### src/rtl/core/infix_expression_evaluator_assert.svh
// ----------------------------------------------------------------------------
// Infix expression evaluator assertion macros
// Concurrent assertion wrappers; empty when SYNTH is defined.
// ----------------------------------------------------------------------------
`ifndef INFIX_EXPRESSION_EVALUATOR_ASSERT_SVH
`define INFIX_EXPRESSION_EVALUATOR_ASSERT_SVH
`ifndef SYNTH
`define IEE_ASSERT(lbl, prop, msg) \
  lbl: assert property (@(posedge clk) disable iff (rst) prop) else $error(msg);
`define IEE_ASSERT_ALWAYS(lbl, prop, msg) \
  lbl: assert property (@(posedge clk) prop) else $error(msg);
`else
`define IEE_ASSERT(lbl, prop, msg)
`define IEE_ASSERT_ALWAYS(lbl, prop, msg)
`endif
`endif

### src/rtl/core/iee_pkg.sv
// ----------------------------------------------------------------------------
// Infix expression evaluator package
// Shared payload types, token format, codes and state encoding.
// ----------------------------------------------------------------------------
package iee_pkg;

  typedef struct packed {
    logic [7:0] ch;
    logic       is_last;
  } char_t;

  typedef struct packed {
    logic signed [63:0] value;
    logic [1:0]         status;
  } result_t;

  typedef enum logic [1:0] {
    ST_OK        = 2'd0,
    ST_DIVZERO   = 2'd1,
    ST_OVERFLOW  = 2'd2,
    ST_MALFORMED = 2'd3
  } status_t;

  typedef enum logic [2:0] {
    OP_LPAREN = 3'd0,
    OP_ADD    = 3'd1,
    OP_SUB    = 3'd2,
    OP_MUL    = 3'd3,
    OP_DIV    = 3'd4
  } op_t;

  typedef enum logic [2:0] {
    TK_DIGIT  = 3'd0,
    TK_LPAREN = 3'd1,
    TK_RPAREN = 3'd2,
    TK_OPER   = 3'd3,
    TK_OTHER  = 3'd4
  } tok_kind_t;

  typedef struct packed {
    tok_kind_t  kind;
    op_t        op;
    logic [3:0] digit;
    logic       last;
  } token_t;

  typedef enum logic [3:0] {
    BS_IDLE,
    BS_TOKEN,
    BS_DISPATCH,
    BS_FINAL,
    BS_OPFILL,
    BS_APPLY,
    BS_MUL,
    BS_MULFIN,
    BS_DIV,
    BS_SAT,
    BS_ARES,
    BS_OPNDFILL,
    BS_EMIT
  } back_state_t;

  localparam logic [7:0] CH_ZERO   = 8'h30;
  localparam logic [7:0] CH_NINE   = 8'h39;
  localparam logic [7:0] CH_PLUS   = 8'h2B;
  localparam logic [7:0] CH_MINUS  = 8'h2D;
  localparam logic [7:0] CH_STAR   = 8'h2A;
  localparam logic [7:0] CH_SLASH  = 8'h2F;
  localparam logic [7:0] CH_LPAREN = 8'h28;
  localparam logic [7:0] CH_RPAREN = 8'h29;

  localparam logic [63:0] QMAX = 64'h7FFF_FFFF_FFFF_FFFF;
  localparam logic [63:0] QMIN = 64'h8000_0000_0000_0000;

  localparam int QUEUE_DEPTH = 4;
  localparam int QUEUE_AW    = 2;

  function automatic logic [1:0] prec(input op_t op);
    logic [1:0] p;
    p = 2'd0;
    if (op == OP_ADD || op == OP_SUB) p = 2'd1;
    if (op == OP_MUL || op == OP_DIV) p = 2'd2;
    return p;
  endfunction

endpackage

### src/rtl/core/iee_queue.sv
// ----------------------------------------------------------------------------
// Token queue
// Short FIFO between front end and evaluation engine.
// ----------------------------------------------------------------------------
`include "infix_expression_evaluator_assert.svh"

module iee_queue (
  input  logic            clk,
  input  logic            rst,
  input  logic            push,
  input  iee_pkg::token_t push_data,
  output logic            full,
  input  logic            pop,
  output iee_pkg::token_t pop_data,
  output logic            empty
);

  localparam int CNT_W = iee_pkg::QUEUE_AW + 1;

  iee_pkg::token_t             slots [iee_pkg::QUEUE_DEPTH];
  logic [iee_pkg::QUEUE_AW-1:0] wptr;
  logic [iee_pkg::QUEUE_AW-1:0] rptr;
  logic [CNT_W-1:0]             count;

  assign full     = count == CNT_W'(iee_pkg::QUEUE_DEPTH);
  assign empty    = count == '0;
  assign pop_data = slots[rptr];

  always_ff @(posedge clk) begin
    if (rst) begin
      wptr  <= '0;
      rptr  <= '0;
      count <= '0;
    end else begin
      if (push) begin
        slots[wptr] <= push_data;
        wptr        <= wptr + 1'b1;
      end
      if (pop) begin
        rptr <= rptr + 1'b1;
      end
      if (push && !pop) begin
        count <= count + 1'b1;
      end else if (pop && !push) begin
        count <= count - 1'b1;
      end
    end
  end

  `IEE_ASSERT(a_queue_bound, count <= CNT_W'(iee_pkg::QUEUE_DEPTH), "token queue overfilled")

endmodule

### config.mk
export PLATFORM = sky130hd
export DESIGN_NAME = iee_queue
export DESIGN_NICKNAME = d
export VERILOG_FILES = /design/src/rtl/core/iee_pkg.sv /design/src/rtl/core/iee_queue.sv
export VERILOG_INCLUDE_DIRS = /design/src /design/src/rtl/core
export SDC_FILE = /design/constraint.sdc
export NUM_CORES = 1
export LEC_CHECK = 0
export ABC_AREA = 0
export BUFFER_PORTS_ARGS = -buffer_cell sky130_fd_sc_hd__buf_2
export CORE_UTILIZATION = 50
export CTS_CLUSTER_DIAMETER = 60
export DETAILED_ROUTE_END_ITERATION = 6
export GPL_ROUTABILITY_DRIVEN = 0
export PLACE_DENSITY = 0.82
export SYNTH_ARGS = -nofsm -noshare
export SYNTH_HDL_FRONTEND = slang
export SYNTH_SLANG_ARGS = --single-unit
### constraint.sdc
create_clock -name clk -period 2.1 [get_ports clk]
set_clock_uncertainty 0.1 [all_clocks]
set_input_delay 0.42 -clock clk [delete_from_list [all_inputs] [get_ports clk]]
set_output_delay 0.42 -clock clk [all_outputs]
set_load 0.01 [all_outputs]
==> impl_metrics.py <==
metrics = {
    "run_status": {
        "status": "complete, no violations",
    },
    "setup_path": {
        "worstPathRequired_ns": 1.58,
        "cp_max_fo": 7,
        "slowest_delay_ns": 0.55,
        "critical_path.slowest_cell": "mux4_1",
        "critPathKind": "reg2out",
        "crit_arrival_ns": 1.49,
        "crit_chain": "buf_6, mux4_1, buf_2",
        "cp-end-kind": "primary output",
        "rr_worst_depth": 4,
        "start_kind": "register",
    },
    "synthesis": {
        "ys_warn_count": 0,
        "synth-compound-area-share_pct": 0.494,
        "synth_top_area_share_pct": 65.3,
        "synth_xor_xnor_area_share_pct": 2.16,
        "synthAdderAreaFrac_pct": 4.08,
        "synth_cell_types": 22,
        "avgSynthCellArea_um2": 19.8,
        "netlist_instances": 102,
        "ys_ff_latch": 53,
        "async_reset_ff_share_pct": 0,
        "synthFlopType": "edfxtp_1",
        "syn_nets": 123,
        "synthSimpleGateAreaFrac_pct": 3.96,
        "synth_area_leader_cell": "edfxtp_1",
        "synth_edf_count": 44,
        "ys_top_cells_by_area": "edfxtp_1 (65%), mux4_2 (11%), dfxtp_1 (8.9%)",
        "synth_common_cells": "edfxtp_1 (44), mux4_2 (10), dfxtp_1 (9)",
        "yosys-mux-area-fraction_pct": 13.4,
        "netlist_area_mm2": 0.00202,
        "synth_top_family_by_area": "multiplexers",
        "synth.most_common_cell": "edfxtp_1",
        "ys_seq_area_share_pct": 74.2,
    },
    "clock_network": {
        "cts_made_buffers": 5,
        "htree_levels": 2,
        "postCtsSetupRepairBufs": 0,
        "cts_tree": "done",
        "clk_path_buf_depth": 2,
        "cts.sinks": 53,
        "cts-root-buf": "clkbuf_8",
        "worstSkewPairLatency_ns": 0.29,
        "post_cts_resized": 0,
        "holdBufCountCts": 0,
        "cts.reportedPaths.clkPinSlew_ns": 0.08,
    },
    "timing": {
        "max-slew-margin-rel_pct": 80.6,
        "rsz0062_at_grt": "false",
        "slew_viol_final": 0,
        "whs_ns": 0.238,
        "setup_slack_ns": 0.0923,
        "fin_tns_setup_ns": 0,
        "post-route-min-period_ns": 2.01,
        "fmax_mhz": 498,
        "finalHoldViolCount": 0,
        "tightest_slew_ns": 0.292,
        "min_period_over_period_pct": 95.6,
        "setup_viol": 0,
    },
    "power": {
        "clock_power_share_pct": 30.6,
        "p_per_area_mw_per_mm2": 883,
        "p_seq_share_pct": 58.4,
        "max-vdd-ir-drop_uv": 446,
        "combPwrFrac_pct": 11.0,
        "p_switching_mw": 0.429,
        "p_int_mw": 1.65,
        "swShare_pct": 20.6,
        "leakage_nw": 0.856,
        "totalPowerFinal_mw": 2.08,
    },
    "routing": {
        "drc": 0,
        "drtPass1Iterations": 4,
        "wl_um": 2870,
        "viasPerCell": 5.17,
        "ant_nets": 0,
        "routedWlPerCell_um": 15.2,
        "detailedRoute.firstIterationViolations": 38,
        "dr_total_vias": 972,
    },
    "floorplan": {
        "die_w_um": 65.6,
        "dieArea_mm2": 0.00431,
        "core_mm2": 0.00377,
        "boundaryPins": 28,
        "start_util_pct": 53.7,
        "die_y_um": 65.6,
        "rows": 22,
    },
    "flow_run": {
        "maxCapViolCount": 0,
    },
    "global_routing": {
        "overflow": 0,
        "grt_pass1_vias": 1005,
        "grt_antenna_before_repair": 0,
        "grt_max_degree": 16,
        "grt_usage_pct": 15.6,
        "grt_pass1_wl_um": 4710,
    },
    "worst_hold_path": {
        "hold-path-cell-count": 1,
        "min_path_type": "in2reg",
    },
    "final_layout": {
        "syn_to_final_growth_pct": 16.4,
        "drive_gt1_share_pct": 36.4,
        "layout.nets": 160,
        "antenna_cells": 0,
        "postLayoutCoreUtil_pct": 62.5,
    },
    "placement": {
        "dp_slack_ns": 0.0674,
        "io_buffers": 27,
        "dpl.hpwl_um": 2100,
    },
}
==> state kept, by name, indices dropped and copies added, names as in the netlist, named ones only <==
signal / flops
count: 3
rptr: 2
wptr: 2
slots: 44
==> cells by family (layout without fill, tap and decap cells) <==
| logic type | Yosys count | after routing |
|---|---|---|
| DFF | 53 | 53 |
| buffers and inverters | 7 | 45 |
| muxes | 13 | 13 |
| xor gates and xnor gates | 5 | 5 |
| AOI/OAI and AO/OA | 2 | 2 |
| and+or+nand+nor | 16 | 16 |
| adders and majority gates | 6 | 6 |
==> worst max-delay path, delay by kind of cell, from the launching register on <==
family / cells / cell delay [ns]
buf+inv: 2 / 0.30
mux: 1 / 0.55
flops: 1 / 0.35
==> power by group through the flow <==
stage | clock (mW) | sequential [mW] | combinational, mW
after floorplan | 0 | 1.23 | 0.152
after global placement | 0 | 1.23 | 0.220
after detailed placement | 0 | 1.24 | 0.232
after CTS | 0.653 | 1.22 | 0.233
after global routing | 0.692 | 1.22 | 0.255
final | 0.638 | 1.22 | 0.228
==> routing by layer <==
metal	wire length, um	vias to the layer above	global-route usage (%)
met5	0	-	0
met4	20	0	3.26
met3	151	3	6.60
met2	1500	25	27.4
met1	1190	482	17.5
li1	-	462	-
==> worst paths after layout <==
check	start	endpoint	slack [ns]
max	register	pop_data[2]	0.09
min reg2reg	count[2]	count[2]	0.42
max reg2reg	count[0]	count[2]	0.50
min	push_data[7]	slots[1][7]	0.24
==> cell usage in the layout, fill, tap and decap left out, drive strengths merged <==
cell	instances
edfxtp	44
buf	33
mux4	11
dfxtp	9
nor2	7
clkbuf	6
ha	5
inv	4
and2	4
xor2	3
xnor2	2
mux2i	2
nor2b	1
nor3	1
nor3b	1
nand2	1
o21ai	1
or3	1
a21oi	1
fa	1
bufinv	1
clkinv	1
==> layout make-up <==
class / count / area (um^2)
Sequential cell: 53 / 1500
Inverter: 4 / 15.0
Multi-Input combinational cell: 42 / 488
Clock buffer: 6 / 72.6
Clock inverter: 2 / 33.8
Timing Repair Buffer: 33 / 184
Fill cell: 264 / 1410
Tap cell: 48 / 60.1
==> through the flow <==
step	instances	cell area (um^2)
2_1_floorplan	102	2020
3_3_place_gp	180	2240
3_5_place_dp	180	2240
4_1_cts	188	2350
5_1_grt	188	2360
6_report	188	2360
Note: power is estimated with default switching activity, not from simulation.
