[config.mk]
export PLATFORM = sky130hd
export DESIGN_NAME = iee_front
export DESIGN_NICKNAME = d
export VERILOG_FILES = /design/src/rtl/core/infix_expression_evaluator_assert.svh /design/src/rtl/core/iee_pkg.sv /design/src/rtl/core/iee_front.sv
export SDC_FILE = /design/constraint.sdc
export NUM_CORES = 1
export LEC_CHECK = 0
export ABC_AREA = 1
export BUFFER_PORTS_ARGS = -buffer_cell sky130_fd_sc_hd__buf_2
export CELL_PAD_IN_SITES_DETAIL_PLACEMENT = 0
export CELL_PAD_IN_SITES_GLOBAL_PLACEMENT = 1
export CORE_MARGIN = 3
export CORE_UTILIZATION = 34
export CTS_CLUSTER_SIZE = 16
export DETAILED_ROUTE_END_ITERATION = 12
export PLACE_DENSITY = 0.76
export SETUP_SLACK_MARGIN = 0.1
export SYNTH_ARGS = -nofsm -noshare
export SYNTH_HDL_FRONTEND = slang
export SYNTH_SLANG_ARGS = --single-unit
[constraint.sdc]
create_clock -name clk -period 3.2 [get_ports clk]
set_input_delay 0.32 -clock clk [delete_from_list [all_inputs] [get_ports clk]]
set_output_delay 0.32 -clock clk [all_outputs]
set_load 0.01 [all_outputs]
[src/rtl/core/infix_expression_evaluator_assert.svh]
// ----------------------------------------------------------------------------
// Infix expression evaluator assertion macros
// Concurrent assertion wrappers; empty when SYNTH is defined.
// ----------------------------------------------------------------------------
`ifndef INFIX_EXPRESSION_EVALUATOR_ASSERT_SVH
`define INFIX_EXPRESSION_EVALUATOR_ASSERT_SVH
`ifndef SYNTH
`define IEE_ASSERT(lbl, prop, msg) \
  lbl: assert property (@(posedge clk) disable iff (rst) prop) else $error(msg);
`define IEE_ASSERT_ALWAYS(lbl, prop, msg) \
  lbl: assert property (@(posedge clk) prop) else $error(msg);
`else
`define IEE_ASSERT(lbl, prop, msg)
`define IEE_ASSERT_ALWAYS(lbl, prop, msg)
`endif
`endif

[src/rtl/core/iee_pkg.sv]
// ----------------------------------------------------------------------------
// Infix expression evaluator package
// Shared payload types, token format, codes and state encoding.
// ----------------------------------------------------------------------------
package iee_pkg;

  typedef struct packed {
    logic [7:0] ch;
    logic       is_last;
  } char_t;

  typedef struct packed {
    logic signed [63:0] value;
    logic [1:0]         status;
  } result_t;

  typedef enum logic [1:0] {
    ST_OK        = 2'd0,
    ST_DIVZERO   = 2'd1,
    ST_OVERFLOW  = 2'd2,
    ST_MALFORMED = 2'd3
  } status_t;

  typedef enum logic [2:0] {
    OP_LPAREN = 3'd0,
    OP_ADD    = 3'd1,
    OP_SUB    = 3'd2,
    OP_MUL    = 3'd3,
    OP_DIV    = 3'd4
  } op_t;

  typedef enum logic [2:0] {
    TK_DIGIT  = 3'd0,
    TK_LPAREN = 3'd1,
    TK_RPAREN = 3'd2,
    TK_OPER   = 3'd3,
    TK_OTHER  = 3'd4
  } tok_kind_t;

  typedef struct packed {
    tok_kind_t  kind;
    op_t        op;
    logic [3:0] digit;
    logic       last;
  } token_t;

  typedef enum logic [3:0] {
    BS_IDLE,
    BS_TOKEN,
    BS_DISPATCH,
    BS_FINAL,
    BS_OPFILL,
    BS_APPLY,
    BS_MUL,
    BS_MULFIN,
    BS_DIV,
    BS_SAT,
    BS_ARES,
    BS_OPNDFILL,
    BS_EMIT
  } back_state_t;

  localparam logic [7:0] CH_ZERO   = 8'h30;
  localparam logic [7:0] CH_NINE   = 8'h39;
  localparam logic [7:0] CH_PLUS   = 8'h2B;
  localparam logic [7:0] CH_MINUS  = 8'h2D;
  localparam logic [7:0] CH_STAR   = 8'h2A;
  localparam logic [7:0] CH_SLASH  = 8'h2F;
  localparam logic [7:0] CH_LPAREN = 8'h28;
  localparam logic [7:0] CH_RPAREN = 8'h29;

  localparam logic [63:0] QMAX = 64'h7FFF_FFFF_FFFF_FFFF;
  localparam logic [63:0] QMIN = 64'h8000_0000_0000_0000;

  localparam int QUEUE_DEPTH = 4;
  localparam int QUEUE_AW    = 2;

  function automatic logic [1:0] prec(input op_t op);
    logic [1:0] p;
    p = 2'd0;
    if (op == OP_ADD || op == OP_SUB) p = 2'd1;
    if (op == OP_MUL || op == OP_DIV) p = 2'd2;
    return p;
  endfunction

endpackage

[src/rtl/core/iee_front.sv]
// ----------------------------------------------------------------------------
// Expression front end
// Accepts characters and turns them into tokens for the token queue.
// ----------------------------------------------------------------------------
module iee_front (
  input  logic            clk,
  input  logic            rst,
  input  logic            char_valid,
  output logic            char_stall,
  input  iee_pkg::char_t  char_data,
  output logic            push,
  output iee_pkg::token_t push_data,
  input  logic            full
);

  logic            tok_valid;
  iee_pkg::token_t tok;
  iee_pkg::token_t tok_next;

  always_comb begin
    tok_next.digit = 4'(char_data.ch - iee_pkg::CH_ZERO);
    tok_next.last  = char_data.is_last;
    tok_next.op    = iee_pkg::OP_LPAREN;
    tok_next.kind  = iee_pkg::TK_OTHER;
    if (char_data.ch >= iee_pkg::CH_ZERO && char_data.ch <= iee_pkg::CH_NINE) begin
      tok_next.kind = iee_pkg::TK_DIGIT;
    end else if (char_data.ch == iee_pkg::CH_LPAREN) begin
      tok_next.kind = iee_pkg::TK_LPAREN;
    end else if (char_data.ch == iee_pkg::CH_RPAREN) begin
      tok_next.kind = iee_pkg::TK_RPAREN;
    end else if (char_data.ch == iee_pkg::CH_PLUS) begin
      tok_next.kind = iee_pkg::TK_OPER;
      tok_next.op   = iee_pkg::OP_ADD;
    end else if (char_data.ch == iee_pkg::CH_MINUS) begin
      tok_next.kind = iee_pkg::TK_OPER;
      tok_next.op   = iee_pkg::OP_SUB;
    end else if (char_data.ch == iee_pkg::CH_STAR) begin
      tok_next.kind = iee_pkg::TK_OPER;
      tok_next.op   = iee_pkg::OP_MUL;
    end else if (char_data.ch == iee_pkg::CH_SLASH) begin
      tok_next.kind = iee_pkg::TK_OPER;
      tok_next.op   = iee_pkg::OP_DIV;
    end
  end

  assign char_stall = tok_valid && full;
  assign push       = tok_valid && !full;
  assign push_data  = tok;

  always_ff @(posedge clk) begin
    if (rst) begin
      tok_valid <= 1'b0;
    end else if (char_valid && !char_stall) begin
      tok_valid <= 1'b1;
      tok       <= tok_next;
    end else if (push) begin
      tok_valid <= 1'b0;
    end
  end

endmodule

==> flow_metrics.tcl, run 1 <==
set metrics [dict create \
    grt_antenna_before_repair 0 \
    drv_slew 0 \
    worst_slack_ns 2.03 \
    hold_path.class "in -> reg" \
    cts-buffers-inserted 3 \
    pre_cts_slack_ns 1.96 \
    layout_commonest_cell "buf_2" \
    fin_tns_setup_ns 0 \
    synth_cell_type_count 19 \
    clk_pin_slew_ns 0.07 \
    cp.arrival_ns 0.85 \
    p_leak_uw 0.000352 \
    clock_skew_ns 0.00472 \
    ys_ff_latch 12 \
    hold_slack_ns 0.213 \
    ys_warn_count 0 \
    worstMarginPinSlew_ns 0.199 \
    required_ns 2.88 \
    grt_pass1_wl_um 1680 \
    layout-drive-gt1-share_pct 50.0 \
    sw_frac_of_total_pct 21.5 \
    post-route-min-period_ns 1.17 \
    finalPower_uw 336 \
    clkPwrFrac_pct 34.6 \
    cts_buffer_depth 2 \
    cts_resized 0 \
    drt-total-wl_um 1050 \
    cts_hold_buf 0 \
    cts_tree "done" \
    pwr-share-seq_pct 53.6 \
    drtPass1Iterations 3 \
    synthMuxAreaShare_pct 0 \
    p_comb_share_pct 11.8 \
    synthAdderAreaFrac_pct 0 \
    htreeDepth 1 \
    power_density_mw_per_mm2 445 \
    nNetsFinal 98 \
    synth_xor_area_share_pct 0 \
    ant_nets 0 \
    track_usage_pct 11.5 \
    synth_top_area_share_pct 58.4 \
    dp_hpwl_um 862 \
    cp-end-kind "output pin" \
    cts_root_buffer "clkbuf_4" \
    ios 26 \
    finalHoldViolCount 0 \
    num_rows 14 \
    fp.dieW_um 46.8 \
    avgSynthCellArea_um2 10.5 \
    status "complete, no violations" \
    layout_common_cells "buf_2, edfxtp_1, nand2_1, inv_1, nor2_1" \
    via_per_inst 4.57 \
    cts_sinks 12 \
    synth_top_family_by_area "simple AND/OR/NAND/NOR gates" \
    synth_compound_area_share_pct 3.98 \
    maxCapViolations 0 \
    grt_pass1_vias 407 \
    grt_max_degree 12 \
    seq_area_frac_synth_pct 61.9 \
    synth_top_cell_by_area "edfxtp_1" \
    cts_setup_buffers 0 \
    clkLatencyLatePin_ns 0.27 \
    rsz0062_at_grt "false" \
    p_switching_uw 72.1 \
    synthTopCellsByArea "edfxtp_1, inv_1, nand2_1" \
    area_delta_synth_final_pct 33.4 \
    syn_area_um2 566 \
    reg2reg_depth 4 \
    gp_congestion 0.761 \
    wl_per_cell_um 10.5 \
    drtIter0Drc 7 \
    drc_errors 0 \
    die_h_um 46.8 \
    finalSetupViolations 0 \
    p_int_uw 263 \
    worstPathMaxFanout 2 \
    worstSetupPathType "reg -> out" \
    timing.reg2reg.setup_slack_ns 2.11 \
    num_antenna_cells 0 \
    relSlewSlack_pct 86.6 \
    syn-num-nets 67 \
    min_path_cells 2 \
    vias 457 \
    synthCells 54 \
    numPortBuffers 25 \
    post-route-period-util_pct 36.4 \
    yosys.area_share.simple_pct 27.4 \
    vdd_ir_drop_max_mv 0.195 \
    startpoint_type "flip-flop" \
    core_area_mm2 0.00154 \
    initial_core_util_pct 36.7 \
    utilization_pct 48.9 \
    die_area_mm2 0.00219 \
    timing.fmax_ghz 0.858 \
    gr-total-overflow 0 \
]
## sequential cells by signal, summed over array words and instances (netlist names)
name and flops:
tok_valid 1, push_data 11
## path summary, 6_finish.rpt
kind	from	end
hold reg to reg	tok_valid$_SDFFE_PP0P_	tok_valid$_SDFFE_PP0P_
hold / removal	rst	tok_valid$_SDFFE_PP0P_
setup / recovery	tok_valid$_SDFFE_PP0P_	char_stall
setup reg to reg	tok_valid$_SDFFE_PP0P_	push_data[6]$_SDFFCE_PP0P_
## critical path, stage by stage, from the launching register on
cell and delay, ns:
dfxtp_1 0.33, nand2_1 0.06, inv_1 0.06, buf_2 0.12
## per-layer routing
| layer | wire length (um) | global-route usage (%) | vias up |
|---|---|---|---|
| met5 | 0 | 0 | - |
| met4 | 18 | 9.94 | 0 |
| met3 | 82 | 1.15 | 2 |
| met2 | 542 | 19.8 | 15 |
| met1 | 404 | 12.5 | 203 |
| li1 | - | - | 237 |
## power by group through the flow
stage,clock (uW),sequential (uW),combinational (uW)
after floorplan,0,187,15.0
after global placement,0,183,39.7
after detailed placement,0,184,40.1
after CTS,121,180,40.1
after global routing,128,181,44.9
final,116,180,39.7
## area by class of cell
| type | count | area [um^2] |
|---|---|---|
| fill | 151 | 787 |
| multi-input combinational | 32 | 178 |
| clock buffer | 4 | 36.3 |
| timing repair buffer | 26 | 133 |
| inverter | 10 | 37.5 |
| tap | 16 | 20.0 |
| sequential | 12 | 350 |
## metrics by stage
stage | area, um^2 | cells
6_report | 754 | 100
4_1_cts | 754 | 100
5_1_grt | 754 | 100
3_3_place_gp | 718 | 96
2_1_floorplan | 566 | 54
3_5_place_dp | 718 | 96
## kinds of logic (layout without fill, tap and decap cells)
logic type,Yosys count,after routing
AO/OA/AOI/OAI,4,4
AND/OR/NAND/NOR,28,28
flip-flops,12,12
buffers and inverters,10,40
## synthesized netlist by cell type
cell type,n
a21oi_1,1
dfxtp_1,1
edfxtp_1,11
inv_1,8
inv_2,2
nand2_1,8
nand2_2,4
nand3_1,1
nand3_2,1
nand4_1,1
nand4_2,1
nor2_1,6
nor2_2,2
nor2_4,1
nor3_1,2
nor3_2,1
o21a_1,1
o21ai_0,1
o21ai_1,1
(Power assumes the default switching activity.)
==> run 2, diff against run 1 <==
- ABC_AREA: 1 -> 0
- CORE_UTILIZATION: 34 -> 31
- PLACE_DENSITY: 0.76 -> 0.71
- clock period: 3.2 -> 1.14 ns (I/O delays scaled with it)
==> run 2 against run 1 <==
Clock power rose by 130%. Hold slack worse by 0.16 ns. Combinational power grew to 2.9 times the previous value. Die area decreased by 3.9%. Power grew to 2.6 times the previous value. Clock-buffer cell count decreased by 1. Sequential share of layout area rose by 3.1 points. Global-route usage decreased by 1.5 points. Setup slack got worse by 2.0 ns. Critical path type is now reg -> reg. Largest power group unchanged.
==> flow_metrics.tcl, run 2 <==
set metrics [dict create \
    core_area_mm2 0.00140 \
    syn-num-nets 50 \
    yosys-top-cells-count "edfxtp_1, nor2_1, a21oi_1, nor3b_1, inv_1" \
    finalSetupViolations 0 \
    grt_antenna_before_repair 0 \
    vias 386 \
    required_ns 1.13 \
    clock_skew_ns 0.000391 \
    num_antenna_cells 0 \
    r2r_start "tok_valid$_SDFFE_PP0P_" \
    status "complete, no violations" \
    die_area_mm2 0.00210 \
    gr-total-overflow 0 \
    ff_latch_area_um2 350 \
    post-place-cells 78 \
    cts_tree "done" \
    synth-edff-count 11 \
    finalHoldViolCount 0 \
    path_cells "and2_4, nor3b_4, buf_12" \
    largest_register_ff_count 11 \
    htreeDepth 1 \
    stdcell_count 83 \
    synthTopCellsByArea "edfxtp_1, nor2_1, nor3b_1" \
    place_area_um2 671 \
    cpMaxStageDelayCell "dfxtp_1" \
    clkLatencyLatePin_ns 0.27 \
    cp-end-kind "flip-flop" \
    hold_path.class "in -> reg" \
    cp-endpoint "push_data[4]$_DFFE_PP_" \
    layout_common_cells "buf_2, edfxtp_1, nor2_1, a21oi_1, clkbuf_4" \
    initial_core_util_pct 35.2 \
    area_delta_synth_final_pct 43.4 \
    design_area_um2 707 \
    synth_top_cell_by_area "edfxtp_1" \
    synthCells 37 \
    ys_ff_latch 12 \
    die_h_um 45.9 \
    num_rows 13 \
    multi_input_area_um2 149 \
    seq_area_frac_synth_pct 71.1 \
    p_leak_uw 0.000293 \
    fin_tns_setup_ns 0 \
    timing.reg2reg.setup_slack_ns 0.04 \
    relSlewSlack_pct 87.2 \
    nFillCells 134 \
    drv_slew 0 \
    grt_pass1_vias 325 \
    drt-total-wl_um 921 \
    drtIter0Drc 7 \
    ios 26 \
    numPortBuffers 25 \
    drc_errors 0 \
    timing.fmax_ghz 0.912 \
    post-route-period-util_pct 96.2 \
    cp_num_cells 3 \
    clk_pin_slew_ns 0.07 \
    vdd_ir_drop_max_mv 1.02 \
    rsz0062_at_grt "true" \
    post-route-min-period_ns 1.10 \
    avgSynthCellArea_um2 13.3 \
    crit_path_max_incr_delay_ns 0.31 \
    layout_commonest_cell "buf_2" \
    finalPower_uw 880 \
    drtPass1Iterations 4 \
    cp.arrival_ns 1.09 \
    cts-buffers-inserted 3 \
    path_buf_inv 1 \
    power_density_mw_per_mm2 1250 \
    synthArstFlopShare_pct 0 \
    ys_warn_count 0 \
    critPathTopFamily "simple AND/OR/NAND/NOR gates" \
    dp_hpwl_um 703 \
    synth_cell_type_count 15 \
    worstMarginPinSlew_ns 0.190 \
    cts_buffer_depth 2 \
    reg2reg_depth 3 \
    grt_max_degree 12 \
    syn_area_um2 493 \
    cts_root_buffer "clkbuf_4" \
    via_per_inst 4.65 \
    wl_per_cell_um 11.1 \
    synth_flop_cell "edfxtp_1" \
    worstSetupPathType "reg -> reg" \
    fp.dieW_um 45.9 \
    grt_pass1_wl_um 1420 \
    r2r-end "push_data[4]$_DFFE_PP_" \
    ant_nets 0 \
    synth_most_common_cell "edfxtp_1" \
    critPathLaunch "tok_valid$_SDFFE_PP0P_" \
    cts_sinks 12 \
    worstPathMaxFanout 11 \
    synth_top_area_share_pct 67.0 \
    nNetsFinal 82 \
    cts_setup_buffers 0 \
    maxCapViolations 0 \
    gp_congestion 0.668 \
    startpoint_type "flip-flop" \
    track_usage_pct 10.0 \
    layout-drive-gt1-share_pct 48.5 \
    cts_resized 0 \
]
[run 2: cell types whose count changed after synthesis, sizes merged, moves of 2 or more]
cell	previous run	this run
nand2	12	0
nor2	9	7
nand4	2	0
a21oi	1	4
nor3b	0	4
inv	10	2
nor3	3	1
[run 2: cell families after synthesis]
group                  after synthesis  share of synthesized area (%)
flip-flops                          12                           71.1
AO/OA/AOI/OAI                        6                           6.60
AND/OR/NAND/NOR                     17                           20.8
buffers and inverters                2                           1.52
[run 2: layout make-up]
type / count / share of cell area [%]
repair buffers: 27 / 21.9
multi-input cells: 23 / 21.1
flip-flops and latches: 12 / 49.6
clock buffers: 3 / 3.19
clock inverters: 1 / 0.531
well taps: 15 / 2.65
inverters: 2 / 1.06
[run 2: metal layers]
metal	share of wire, %	wire length (um)	up-vias	GRT usage (%)
met1	35	326	172	10.0
li1	-	-	197	-
met3	13	116	0	7.51
met2	52	478	17	16.8
met4	0	0	0	1.70
met5	0	0	-	0
[run 2: how the worst min path moves through the flow]
stage / slack, ns / start / cells after the start / end
floorplan: 0.19 / rst / 1 / tok_valid$_SDFFE_PP0P_
global placement: 0.29 / char_data[0] / 1 / push_data[0]$_DFFE_PP_
detailed placement: 0.29 / char_data[0] / 1 / push_data[0]$_DFFE_PP_
CTS: 0.01 / char_data[0] / 1 / push_data[0]$_DFFE_PP_
global route: 0.04 / rst / 2 / tok_valid$_SDFFE_PP0P_
finish: 0.05 / rst / 2 / tok_valid$_SDFFE_PP0P_
[run 2: power breakdown]
group	leakage (uW)	switching (uW)	internal [uW]
combinational	0.000170	58.5	55.3
clock	0.0000154	135	127
sequential	0.000108	3.98	501
total	0.000293	198	682
[run 2: through the flow]
| step | util (%) | worst slack, ns | hold slack [ns] |
|---|---|---|---|
| global route | 50.5 | -0.0125 | 0.0373 |
| CTS | 49.8 | 0.00645 | 0.0133 |
| detailed placement | 47.9 | 0.0214 | 0.293 |
| global placement | 47.9 | 0.0470 | 0.292 |
| finish | 50.5 | 0.0436 | 0.0491 |
| floorplan | - | -0.0722 | 0.186 |
[run 2: timing repair]
item,in CTS,in global routing
pin swaps,0,1
gates cloned,0,0
hold buffers,0,1
endpoints found under the setup margin,11,13
endpoints found under the hold margin,0,1
